===== src/rtl/text_cursor_number_formatter_assert.svh =====
// Assertion macros for the text cursor number formatter.
// They expect aclk and aresetn to be in scope where they are used.
`ifndef TEXT_CURSOR_NUMBER_FORMATTER_ASSERT_SVH
`define TEXT_CURSOR_NUMBER_FORMATTER_ASSERT_SVH

// A condition that must hold at every clock edge outside reset.
`define TCNF_ASSERT_ALWAYS(label, cond) \
    label: assert property (@(posedge aclk) disable iff (!aresetn) (cond)) \
        else $error("tcnf: invariant violated");

// A condition that must hold in the cycle after a trigger.
`define TCNF_ASSERT_NEXT(label, trig, cons) \
    label: assert property (@(posedge aclk) disable iff (!aresetn) (trig) |=> (cons)) \
        else $error("tcnf: sequence violated");

`endif


===== src/rtl/tcnf_pkg.sv =====
`default_nettype none

package tcnf_pkg;

    // Action codes of an input word.
    localparam logic [2:0] ACT_CHAR    = 3'd0;
    localparam logic [2:0] ACT_NEWLINE = 3'd1;
    localparam logic [2:0] ACT_SDEC    = 3'd2;
    localparam logic [2:0] ACT_UDEC    = 3'd3;
    localparam logic [2:0] ACT_SHEX    = 3'd4;
    localparam logic [2:0] ACT_UHEX    = 3'd5;

    localparam logic [7:0] GLYPH_ZERO  = 8'h30;
    localparam logic [7:0] GLYPH_A     = 8'h61;
    localparam logic [7:0] GLYPH_MINUS = 8'h2d;

    // Last digit positions of the two number forms.
    localparam logic [3:0] DEC_LAST_POS = 4'd9;
    localparam logic [3:0] HEX_LAST_POS = 4'd7;

    typedef struct packed {
        logic [2:0]  action;
        logic [7:0]  char_code;
        logic [31:0] number_value;
        logic        newline_after;
    } in_word_t;

    typedef struct packed {
        logic [8:0]  draw_x;
        logic [15:0] draw_y;
        logic [7:0]  glyph;
        logic        last_of_run;
    } out_word_t;

    // Datapath operations selected by the microcode.
    typedef enum logic [2:0] {
        OP_FETCH,
        OP_CHAR,
        OP_NEWLINE,
        OP_SIGN,
        OP_DEC,
        OP_HEX,
        OP_FINISH
    } op_t;

    // Sequencing rule of a microcode step.
    typedef enum logic [2:0] {
        COND_NEXT,
        COND_GOTO,
        COND_DISPATCH,
        COND_IF_HEX,
        COND_LOOP
    } cond_t;

    typedef logic [2:0] uaddr_t;

    localparam uaddr_t UA_FETCH   = 3'd0;
    localparam uaddr_t UA_CHAR    = 3'd1;
    localparam uaddr_t UA_NEWLINE = 3'd2;
    localparam uaddr_t UA_SIGN    = 3'd3;
    localparam uaddr_t UA_DEC     = 3'd4;
    localparam uaddr_t UA_HEX     = 3'd5;
    localparam uaddr_t UA_FINISH  = 3'd6;

    typedef struct packed {
        op_t    op;
        cond_t  cond;
        uaddr_t target;
    } uword_t;

    // Sequencer to datapath.
    typedef struct packed {
        op_t op;
    } tcnf_ctrl_t;

    // Datapath to sequencer.
    typedef struct packed {
        logic       stall;
        logic       done;
        logic       is_hex;
        logic [2:0] action;
    } tcnf_stat_t;

    function automatic uword_t ucode_rom(input uaddr_t addr);
        uword_t w;
        unique case (addr)
            UA_FETCH:   w = '{OP_FETCH,   COND_DISPATCH, UA_FETCH};
            UA_CHAR:    w = '{OP_CHAR,    COND_GOTO,     UA_FINISH};
            UA_NEWLINE: w = '{OP_NEWLINE, COND_GOTO,     UA_FETCH};
            UA_SIGN:    w = '{OP_SIGN,    COND_IF_HEX,   UA_HEX};
            UA_DEC:     w = '{OP_DEC,     COND_LOOP,     UA_FINISH};
            UA_HEX:     w = '{OP_HEX,     COND_LOOP,     UA_FINISH};
            UA_FINISH:  w = '{OP_FINISH,  COND_GOTO,     UA_FETCH};
            default:    w = '{OP_FETCH,   COND_GOTO,     UA_FETCH};
        endcase
        return w;
    endfunction

    function automatic uaddr_t dispatch(input logic [2:0] action);
        uaddr_t a;
        unique case (action) inside
            ACT_CHAR:                               a = UA_CHAR;
            ACT_NEWLINE:                            a = UA_NEWLINE;
            ACT_SDEC, ACT_UDEC, ACT_SHEX, ACT_UHEX: a = UA_SIGN;
            default:                                a = UA_FETCH;
        endcase
        return a;
    endfunction

    // Weight of decimal digit position 0 (billions) to 9 (units).
    function automatic logic [31:0] pow10(input logic [3:0] pos);
        logic [31:0] w;
        unique case (pos)
            4'd0:    w = 32'd1000000000;
            4'd1:    w = 32'd100000000;
            4'd2:    w = 32'd10000000;
            4'd3:    w = 32'd1000000;
            4'd4:    w = 32'd100000;
            4'd5:    w = 32'd10000;
            4'd6:    w = 32'd1000;
            4'd7:    w = 32'd100;
            4'd8:    w = 32'd10;
            default: w = 32'd1;
        endcase
        return w;
    endfunction

    function automatic logic [7:0] hex_glyph(input logic [3:0] nib);
        logic [7:0] g;
        if (nib < 4'd10) begin
            g = GLYPH_ZERO + {4'd0, nib};
        end else begin
            g = GLYPH_A + {4'd0, nib} - 8'd10;
        end
        return g;
    endfunction

endpackage

`default_nettype wire


===== src/rtl/tcnf_seq.sv =====
`default_nettype none

module tcnf_seq (
    input  wire logic                aclk,
    input  wire logic                aresetn,
    input  wire tcnf_pkg::tcnf_stat_t stat,
    output tcnf_pkg::tcnf_ctrl_t     ctrl
);
    import tcnf_pkg::*;

    uaddr_t upc_reg;
    uaddr_t upc_next;
    uword_t uw;

    assign uw      = ucode_rom(upc_reg);
    assign ctrl.op = uw.op;

    // A step repeats while the datapath stalls; otherwise its rule picks the next one.
    always_comb begin
        upc_next = upc_reg;
        if (!stat.stall) begin
            case (uw.cond)
                COND_NEXT:     upc_next = upc_reg + 3'd1;
                COND_GOTO:     upc_next = uw.target;
                COND_DISPATCH: upc_next = dispatch(stat.action);
                COND_IF_HEX:   upc_next = stat.is_hex ? uw.target : upc_reg + 3'd1;
                COND_LOOP:     upc_next = stat.done ? uw.target : upc_reg;
                default:       upc_next = UA_FETCH;
            endcase
        end
    end

    always_ff @(posedge aclk) begin
        if (!aresetn) begin
            upc_reg <= UA_FETCH;
        end else begin
            upc_reg <= upc_next;
        end
    end

endmodule

`default_nettype wire


===== src/rtl/text_cursor_number_formatter.sv =====
`default_nettype none
// Text cursor number formatter.
// The input channel (s_valid, s_ready, s_data) takes one word per request: a
// character, a newline, or a 32-bit value to print as signed or unsigned
// decimal or hexadecimal, optionally followed by a newline. The result
// channel (m_valid, m_ready, m_data) gives one draw command per glyph, with
// the cursor position and the ASCII code; the final command of a word has
// last_of_run set. A newline word, and a word with an unused action code,
// gives no command at all.
// A small microcode program steps a shared datapath, one step per cycle
// while it does not stall. A character runs the fetch, character and finish
// steps, a newline the fetch and newline steps, and a value the fetch, sign,
// digit loop and finish steps. Decimal digits come from a loop that subtracts
// one power of ten per cycle. A character, or the minus sign of a negative
// signed value, is emitted in the step after fetch. s_ready is high only
// while the sequencer waits for a new word.
// Commands leave through an output register; while the receiver stalls, the
// step that wants to emit the next glyph holds and the sequencer waits.
// Reset puts the cursor at the top left corner and the sequencer at its
// fetch step, with no command pending.
module text_cursor_number_formatter #(
    parameter int LINE_WIDTH  = 512,
    parameter int GLYPH_WIDTH = 8,
    parameter int LINE_HEIGHT = 16
) (
    input  wire logic                aclk,
    input  wire logic                aresetn,
    input  wire logic                s_valid,
    output logic                     s_ready,
    input  wire tcnf_pkg::in_word_t  s_data,
    output logic                     m_valid,
    input  wire logic                m_ready,
    output tcnf_pkg::out_word_t      m_data
);
    import tcnf_pkg::*;

    // The column holds values up to just below LINE_WIDTH + GLYPH_WIDTH before wrapping.
    localparam int COL_W = $clog2(LINE_WIDTH + GLYPH_WIDTH);

    tcnf_ctrl_t ctrl;
    tcnf_stat_t stat;

    // Word held while it is being printed.
    logic [2:0]  action_reg,  action_next;
    logic [7:0]  char_reg,    char_next;
    logic [31:0] value_reg,   value_next;
    logic        nl_reg,      nl_next;
    // Digit position, current decimal digit and whether a digit has been shown yet.
    logic [3:0]  pos_reg,     pos_next;
    logic [3:0]  digit_reg,   digit_next;
    logic        shown_reg,   shown_next;
    // Cursor.
    logic [COL_W-1:0] col_reg, col_next;
    logic [15:0] row_reg,     row_next;
    // Output register.
    logic        m_valid_reg, m_valid_next;
    out_word_t   m_data_reg,  m_data_next;

    logic        out_free;
    logic        is_signed;
    logic        negative;
    logic [31:0] weight;
    logic        dec_ge;
    logic        dec_show;
    logic        emit_en;
    logic [7:0]  emit_glyph;
    logic        emit_last;
    logic        newline_en;
    logic [COL_W-1:0] col_adv;

    tcnf_seq u_seq (
        .aclk    (aclk),
        .aresetn (aresetn),
        .stat    (stat),
        .ctrl    (ctrl)
    );

    assign out_free  = !m_valid_reg || m_ready;
    assign is_signed = (action_reg == ACT_SDEC) || (action_reg == ACT_SHEX);
    assign negative  = is_signed && value_reg[31];
    assign weight    = pow10(pos_reg);
    assign dec_ge    = value_reg >= weight;
    // Leading zeros are dropped, but the units digit always prints so that zero shows as '0'.
    assign dec_show  = shown_reg || (digit_reg != 4'd0) || (pos_reg == DEC_LAST_POS);
    assign col_adv   = col_reg + COL_W'(GLYPH_WIDTH);

    assign s_ready = (ctrl.op == OP_FETCH);
    assign m_valid = m_valid_reg;
    assign m_data  = m_data_reg;

    // Decide what the current step does and whether it has to wait.
    always_comb begin
        stat.stall  = 1'b0;
        stat.done   = 1'b0;
        stat.is_hex = (action_reg == ACT_SHEX) || (action_reg == ACT_UHEX);
        stat.action = s_data.action;
        emit_en     = 1'b0;
        emit_glyph  = GLYPH_ZERO;
        emit_last   = 1'b0;
        newline_en  = 1'b0;

        action_next = action_reg;
        char_next   = char_reg;
        value_next  = value_reg;
        nl_next     = nl_reg;
        pos_next    = pos_reg;
        digit_next  = digit_reg;
        shown_next  = shown_reg;

        unique case (ctrl.op)
            OP_FETCH: begin
                stat.stall = !s_valid;
                if (s_valid) begin
                    action_next = s_data.action;
                    char_next   = s_data.char_code;
                    value_next  = s_data.number_value;
                    nl_next     = s_data.newline_after;
                    pos_next    = 4'd0;
                    digit_next  = 4'd0;
                    shown_next  = 1'b0;
                end
            end
            OP_CHAR: begin
                stat.stall = !out_free;
                emit_en    = out_free;
                emit_glyph = char_reg;
                emit_last  = 1'b1;
            end
            OP_NEWLINE: begin
                newline_en = 1'b1;
            end
            OP_SIGN: begin
                // The most negative value negates to itself and reads as 2147483648.
                stat.stall = negative && !out_free;
                if (negative && out_free) begin
                    emit_en    = 1'b1;
                    emit_glyph = GLYPH_MINUS;
                    value_next = 32'd0 - value_reg;
                end
            end
            OP_DEC: begin
                if (dec_ge) begin
                    value_next = value_reg - weight;
                    digit_next = digit_reg + 4'd1;
                end else begin
                    stat.stall = dec_show && !out_free;
                    stat.done  = (pos_reg == DEC_LAST_POS) && !stat.stall;
                    if (!stat.stall) begin
                        emit_en    = dec_show;
                        emit_glyph = GLYPH_ZERO + {4'd0, digit_reg};
                        emit_last  = (pos_reg == DEC_LAST_POS);
                        shown_next = dec_show;
                        digit_next = 4'd0;
                        pos_next   = pos_reg + 4'd1;
                    end
                end
            end
            OP_HEX: begin
                stat.stall = !out_free;
                stat.done  = (pos_reg == HEX_LAST_POS) && out_free;
                if (out_free) begin
                    emit_en    = 1'b1;
                    emit_glyph = hex_glyph(value_reg[31:28]);
                    emit_last  = (pos_reg == HEX_LAST_POS);
                    value_next = {value_reg[27:0], 4'd0};
                    pos_next   = pos_reg + 4'd1;
                end
            end
            OP_FINISH: begin
                newline_en = nl_reg;
            end
            default: begin
                stat.stall = 1'b0;
            end
        endcase
    end

    // Cursor and output register.
    always_comb begin
        col_next     = col_reg;
        row_next     = row_reg;
        m_valid_next = m_valid_reg && !m_ready;
        m_data_next  = m_data_reg;
        if (emit_en) begin
            m_valid_next            = 1'b1;
            m_data_next.draw_x      = 9'(col_reg);
            m_data_next.draw_y      = row_reg;
            m_data_next.glyph       = emit_glyph;
            m_data_next.last_of_run = emit_last;
            if (col_adv >= COL_W'(LINE_WIDTH)) begin
                col_next = '0;
                row_next = row_reg + 16'(LINE_HEIGHT);
            end else begin
                col_next = col_adv;
            end
        end else if (newline_en) begin
            col_next = '0;
            row_next = row_reg + 16'(LINE_HEIGHT);
        end
    end

    always_ff @(posedge aclk) begin
        if (!aresetn) begin
            col_reg     <= '0;
            row_reg     <= '0;
            m_valid_reg <= 1'b0;
            pos_reg     <= 4'd0;
            digit_reg   <= 4'd0;
            shown_reg   <= 1'b0;
        end else begin
            col_reg     <= col_next;
            row_reg     <= row_next;
            m_valid_reg <= m_valid_next;
            pos_reg     <= pos_next;
            digit_reg   <= digit_next;
            shown_reg   <= shown_next;
        end
    end

    always_ff @(posedge aclk) begin
        action_reg <= action_next;
        char_reg   <= char_next;
        value_reg  <= value_next;
        nl_reg     <= nl_next;
        m_data_reg <= m_data_next;
    end

`include "text_cursor_number_formatter_assert.svh"

    // The cursor never rests at or beyond the right edge.
    `TCNF_ASSERT_ALWAYS(a_col_in_line, col_reg < COL_W'(LINE_WIDTH))
    // The decimal digit position never runs past the units digit.
    `TCNF_ASSERT_ALWAYS(a_dec_pos, (ctrl.op != OP_DEC) || (pos_reg <= DEC_LAST_POS))
    // After the final glyph of a word the program always goes to its closing step.
    `TCNF_ASSERT_NEXT(a_last_then_finish, emit_en && emit_last, ctrl.op == OP_FINISH)

endmodule

`default_nettype wire

===== config.mk =====
export PLATFORM = sky130hd
export DESIGN_NAME = text_cursor_number_formatter
export DESIGN_NICKNAME = d
export VERILOG_FILES = /design/src/rtl/tcnf_pkg.sv /design/src/rtl/tcnf_seq.sv /design/src/rtl/text_cursor_number_formatter.sv
export VERILOG_INCLUDE_DIRS = /design/src /design/src/rtl
export SDC_FILE = /design/constraint.sdc
export NUM_CORES = 1
export LEC_CHECK = 0
export BUFFER_PORTS_ARGS = -buffer_cell sky130_fd_sc_hd__clkbuf_2
export CORE_UTILIZATION = 54
export DETAILED_ROUTE_END_ITERATION = 7
export PLACE_DENSITY = 0.85
export SYNTH_ARGS = -nofsm -noshare
export SYNTH_HDL_FRONTEND = slang
export SYNTH_SLANG_ARGS = --single-unit

===== constraint.sdc =====
create_clock -name aclk -period 9.39 [get_ports aclk]
set_input_delay 2.817 -clock aclk [delete_from_list [all_inputs] [get_ports aclk]]
set_output_delay 2.817 -clock aclk [all_outputs]
set_load 0.05 [all_outputs]

==> results of run 1 <==
-- critical path, delay by kind of cell (launching register included) --
kind          cells  cell delay [ps]
simple gates      2              560
buf+inv           3              530
fa+ha+maj         1              330
flops             1              440
-- cell usage after synthesis (all sizes together), types with 5 or more instances --
cell type and count:
dfxtp 55, nand4 7, a22oi 7, nor4 11, nor3 36, xor2 21
o21a 8, nand3 30, o21bai 5, inv 62, a21o 10, and3 12
a22o 6, mux2i 9, edfxtp 71, o21ai 60, nor2 77, nand2 66
a21boi 5, buf 13, o41ai 6, xnor2 38, clkbuf 30, a221oi 8
or4 6, nor2b 7, a31oi 9, and2 15, or3 11, o211ai 8
ha 52, a211oi 6, a21oi 63, a222oi 16, nand2b 13
-- worst min-delay path by stage --
stage | slack (ps) | to | startpoint | cells past startpoint
floorplan | 430 | m_data[22] | row_reg[13] | 0
global placement | 460 | m_data[24] | row_reg[15] | 0
detailed placement | 440 | m_data[22] | row_reg[13] | 0
CTS | 470 | m_data[22] | row_reg[13] | 0
global route | 480 | m_data[22] | row_reg[13] | 0
finish | 470 | m_data[22] | row_reg[13] | 0
-- power by group through the flow --
stage                     clock network [mW]  logic [mW]  registers [mW]
final                                  0.634        1.53           0.978
after global routing                   0.661        1.67           0.996
after CTS                              0.640        1.51           0.974
after detailed placement                   0        1.49           0.981
after global placement                     0        1.45           0.979
after floorplan                            0        1.11            1.00
-- logic make-up after synthesis --
family | Yosys count | synth area share [%]
multiplexers | 11 | 1.35
flip-flops | 126 | 38.6
AO/OA/AOI/OAI | 257 | 21.7
AND/OR/NAND/NOR | 308 | 18.9
XOR/XNOR | 59 | 6.17
adder cells (fa/ha/maj) | 53 | 8.01
other | 1 | 0.0448
buffers and inverters | 105 | 5.16
-- routing by layer --
layer	part of all wire, %	global-route usage (%)
met1	42	34.7
met3	7.5	5.10
met2	47	44.7
met5	0	0
met4	2.8	12.7
-- final cells by class --
class                   instances  area [um2]  area share (%)
clock buffers                  28         551            5.83
clock inverters                 4        21.3           0.225
inverters                      62         233            2.47
multi-input cells             695        4740            50.2
flip-flops and latches        126        3230            34.2
well taps                     188         235            2.49
repair buffers                 82         425            4.51
-- through the flow --
step | total power [mW] | instance area (um2) | hold WS [ps] | setup slack [ps] | utilization [%]
floorplan | 2.11 | 8390 | 430 | 345 | -
global placement | 2.43 | 8870 | 456 | 4300 | 58.6
detailed placement | 2.47 | 8870 | 443 | 4220 | 58.6
CTS | 3.12 | 9440 | 465 | 4340 | 62.3
global route | 3.33 | 9440 | 484 | 4230 | 62.3
finish | 3.14 | 9440 | 472 | 4290 | 62.3
==> flow_summary.ini, run 1 <==
[setup_path]
r2r_slack_ps = 5510
cpMaxStageDelayCell = dfxtp_1
start_kind = flop
endpoint = s_ready
worstSetupPathType = reg -> out
end_kind = primary output
path_cells = inv_1 -> ha_1 -> nor2_1 -> nand3_1 -> inv_1 -> clkbuf_2
cp.required_ps = 6570
rr_worst_depth = 13
critical_path.startpoint = u_seq.upc_reg[1]
crit_top_cell = inv_1
critPathMaxStageDelay_ps = 440
worst-path-max-fanout = 11
rr_startpoint = value_reg[25]
crit_arrival_ps = 2280
r2r-end = weight[1]

[cts]
cts_tree = done
post_cts_buffers = 0
cts_buffers = 17
clock-root-buffer = clkbuf_16
htreeDepth = 4
cts.path.max_buffers = 2
cts.clk_slew.worst_paths_ps = 60
clock_sinks = 126
post_cts_resize_count = 0
ctsHoldBuffers = 0
clock_latency_ps = 430

[sta]
fin_crit_ps = 5100
hold_violations = 0
drv_slew = 0
fin_worst_skew_ps = 10.8
max_slew_margin_pct = 30.0
fin_setup_tns_ps = 0
worst_pin_slew_ps = 1050
rsz0062_at_grt = no
fin_crit_sh_pct = 54.3
setup_viol = 0
fmax_mhz = 196

[power_and_ir_drop]
power.density_nw_per_um2 = 332
leakage_nw = 3.64
internal_power_mw = 1.74
power_frac_clock_pct = 20.2
sw_frac_of_total_pct = 44.5
p_switching_mw = 1.40
p_comb_share_pct = 48.6
irDropWorstVdd_mv = 0.175
p_seq_share_pct = 31.2

[route]
drt-initial-drc-count = 898
wl_per_cell_um = 17.9
vias = 7462
routed_wl_um = 21200
drt_pass1_iterations = 6
drc = 0
viasPerCell = 6.30
antenna_left = 0

[yosys]
synth_cell_types = 82
synth_warnings = 0
synth-seq-cells = 126
yosysSeqAreaShare_pct = 38.6
synth_top_area_share_pct = 25.5
synthArstFlopShare_pct = 0
synth_edf_count = 71
synth_area_leaders = edfxtp_1 25%, dfxtp_1 13%, ha_1 7.8%
synth.avg_cell_area_um2 = 9.10
synth_cells = 920
ys_dominant_reg_cell = edfxtp_1
yosys.area.top_type = edfxtp_1
syn_area_um2 = 8370

[placed_design]
dp.cells = 1153
routabilityCongestion = 0.952
dp_hpwl_um = 14700
io_buffer_count = 76

[grt]
grt_start_max_net_pins = 33
antenna_found_initial = 0
first_global_vias = 6930
grt_pass1_wl_um = 34300
overflow = 0
grt_usage_pct = 27.2

[die]
core_um2 = 15100
ios = 84
die_x_um = 127
row_count = 45
initial_core_util_pct = 55.3
die_area_um2 = 16000
die_y_um = 127

[min_path]
worstHoldPathType = reg -> reg

[finish]
largest_reg_flops = 32
layout_common_cells = 76 x nor2_1, 76 x clkbuf_2, 71 x edfxtp_1
finalNetCount = 1085
diodes = 0
drive_gt1_share_pct = 14.1
fin_cells = 1185
fillers = 1249
area_delta_synth_final_pct = 12.8

[flow_run]
maxCapViolCount = 0

[outcome]
run_status = complete, no violations
Note: power is estimated with default switching activity, not from simulation.
==> run 2: changes to the inputs <==
Clock period 9.39 ns to 4.4 ns, I/O delays scaled along.
==> run 2 against run 1 <==
Compared with the run above: sequential share of layout area is 0.19 points lower; critical path type is now reg -> reg; critical endpoint is now weight[1]; largest cell class unchanged; hold slack better by 1.6 ps; total power rose by 120%; design area up 0.57%; register-to-register slack worse by 5000 ps; routed wire length fell by 0.83%; largest power group unchanged; setup slack got worse by 3700 ps; non-clock buffer count grew 2.
==> flow_summary.ini, run 2 (synthesis gave the netlist of run 1 again) <==
[outcome]
run_status = complete, no violations

[die]
die_y_um = 127
row_count = 45
initial_core_util_pct = 55.3
ios = 84
die_x_um = 127
core_um2 = 15100
die_area_um2 = 16000

[power_and_ir_drop]
p_comb_share_pct = 48.3
power_frac_clock_pct = 20.9
irDropWorstVdd_mv = 0.382
p_seq_share_pct = 30.8
p_switching_mw = 3.02
power.density_nw_per_um2 = 714
leakage_nw = 3.65
internal_power_mw = 3.76
sw_frac_of_total_pct = 44.5

[setup_path]
start_kind = flop
rr_worst_depth = 16
end_kind = flop
path_cells = inv_1 -> ha_1 -> inv_1 -> fa_1 -> a211oi_1 -> o211ai_1 -> nand2_1 -> a21oi_1 -> o21a_1 -> nor3_1 -> mux2_2 -> and2_1 -> inv_1 -> ha_1 -> inv_1 -> nor3_1
rr_startpoint = value_reg[0]
r2r-end = weight[1]
worst-path-max-fanout = 5
cp.required_ps = 4740
r2r_slack_ps = 560
critPathMaxStageDelay_ps = 450
worstSetupPathType = reg -> reg
crit_arrival_ps = 4180
crit_top_cell = inv_1
cpMaxStageDelayCell = edfxtp_1

[placed_design]
routabilityCongestion = 0.965
placed_area_um2 = 8900
dp_hpwl_um = 15000
io_buffer_count = 76

[cts]
ctsHoldBuffers = 0
clock_latency_ps = 420
cts.clk_slew.worst_paths_ps = 60
clock_sinks = 126
post_cts_resize_count = 0
htreeDepth = 4
cts_buffers = 17
cts_tree = done
clock-root-buffer = clkbuf_16
post_cts_buffers = 0
cts.path.max_buffers = 2

[sta]
fin_setup_tns_ps = 0
fin_worst_skew_ps = 9.45
setup_viol = 0
drv_slew = 0
max_slew_margin_pct = 39.1
worst_pin_slew_ps = 910
hold_violations = 0
fin_crit_ps = 3840
fmax_mhz = 260
rsz0062_at_grt = no
fin_crit_sh_pct = 87.3

[route]
vias = 7403
wl_per_cell_um = 17.7
viasPerCell = 6.24
routed_wl_um = 21100
antenna_left = 0
drt_pass1_iterations = 7
drt-initial-drc-count = 1021
drc = 0

[grt]
grt_start_max_net_pins = 33
grt_pass1_wl_um = 34600
antenna_found_initial = 0
grt_usage_pct = 27.1
overflow = 0
first_global_vias = 7098

[flow_run]
maxCapViolCount = 0

[finish]
finalNetCount = 1087
area_delta_synth_final_pct = 13.4
fillers = 1199
seq_area_um2 = 3230
layout_common_cells = 76 x nor2_1, 76 x clkbuf_2, 71 x edfxtp_1
fin_area_um2 = 9490
multiInputGateArea_um2 = 4750
largest_reg_flops = 32
drive_gt1_share_pct = 14.8
diodes = 0

[min_path]
min_to = m_data[22]
worstHoldPathType = reg -> reg
holdPathStages = 0
worstHoldStart = row_reg[13]
run 2: worst max-delay path by stage:
stage | start | to | slack [ps]
3_5_place_dp | value_reg[0] | weight[1] | 610
4_1_cts | value_reg[0] | weight[1] | 610
2_1_floorplan | value_reg[25] | value_reg[0] | 600
6_report | value_reg[0] | weight[1] | 560
3_3_place_gp | value_reg[0] | weight[8] | 820
5_1_grt | value_reg[0] | weight[1] | 250
run 2: layout make-up:
| class | instances | share of cell area, % |
|---|---|---|
| clock buffers | 17 | 4.48 |
| multi-input cells | 695 | 50.1 |
| inverters | 62 | 2.45 |
| repair buffers | 84 | 4.64 |
| clock inverters | 15 | 1.82 |
| well taps | 188 | 2.48 |
| flip-flops and latches | 126 | 34.1 |
run 2: power by group through the flow:
stage	Sequential [mW]	Combinational (mW)	Clock [mW]
2_1_floorplan	2.10	2.40	0
3_3_place_gp	2.09	3.14	0
3_5_place_dp	2.10	3.20	0
4_1_cts	2.07	3.22	1.43
5_1_grt	2.13	3.57	1.48
6_report	2.09	3.27	1.42
run 2: critical path: cells and delay by family, from the launching register on:
family                     cells  cell delay, ps
AOI/OAI and AO/OA              4             870
adders and majority gates      3             840
buffers and inverters          4             390
DFF                            1             450
muxes                          1             400
and+or+nand+nor                4             800
run 2: layer usage:
metal  up-vias  part of all wire [%]  global-route usage [%]
met5         -                     0                       0
met1      3438                    43                    34.7
met3        45                   8.1                    5.19
met4         0                   2.6                    11.4
met2       372                    47                    44.9
li1       3548                     -                       -
run 2: through the flow:
step / power (mW) / util, % / setup WS (ps) / std cells / hold WS, ps
floorplan: 4.50 / - / 598 / 926 / 430
finish: 6.78 / 62.7 / 558 / 1187 / 474
global placement: 5.23 / 58.7 / 821 / 1155 / 456
detailed placement: 5.29 / 58.7 / 614 / 1155 / 441
global route: 7.18 / 62.7 / 247 / 1187 / 485
CTS: 6.72 / 62.7 / 609 / 1187 / 475
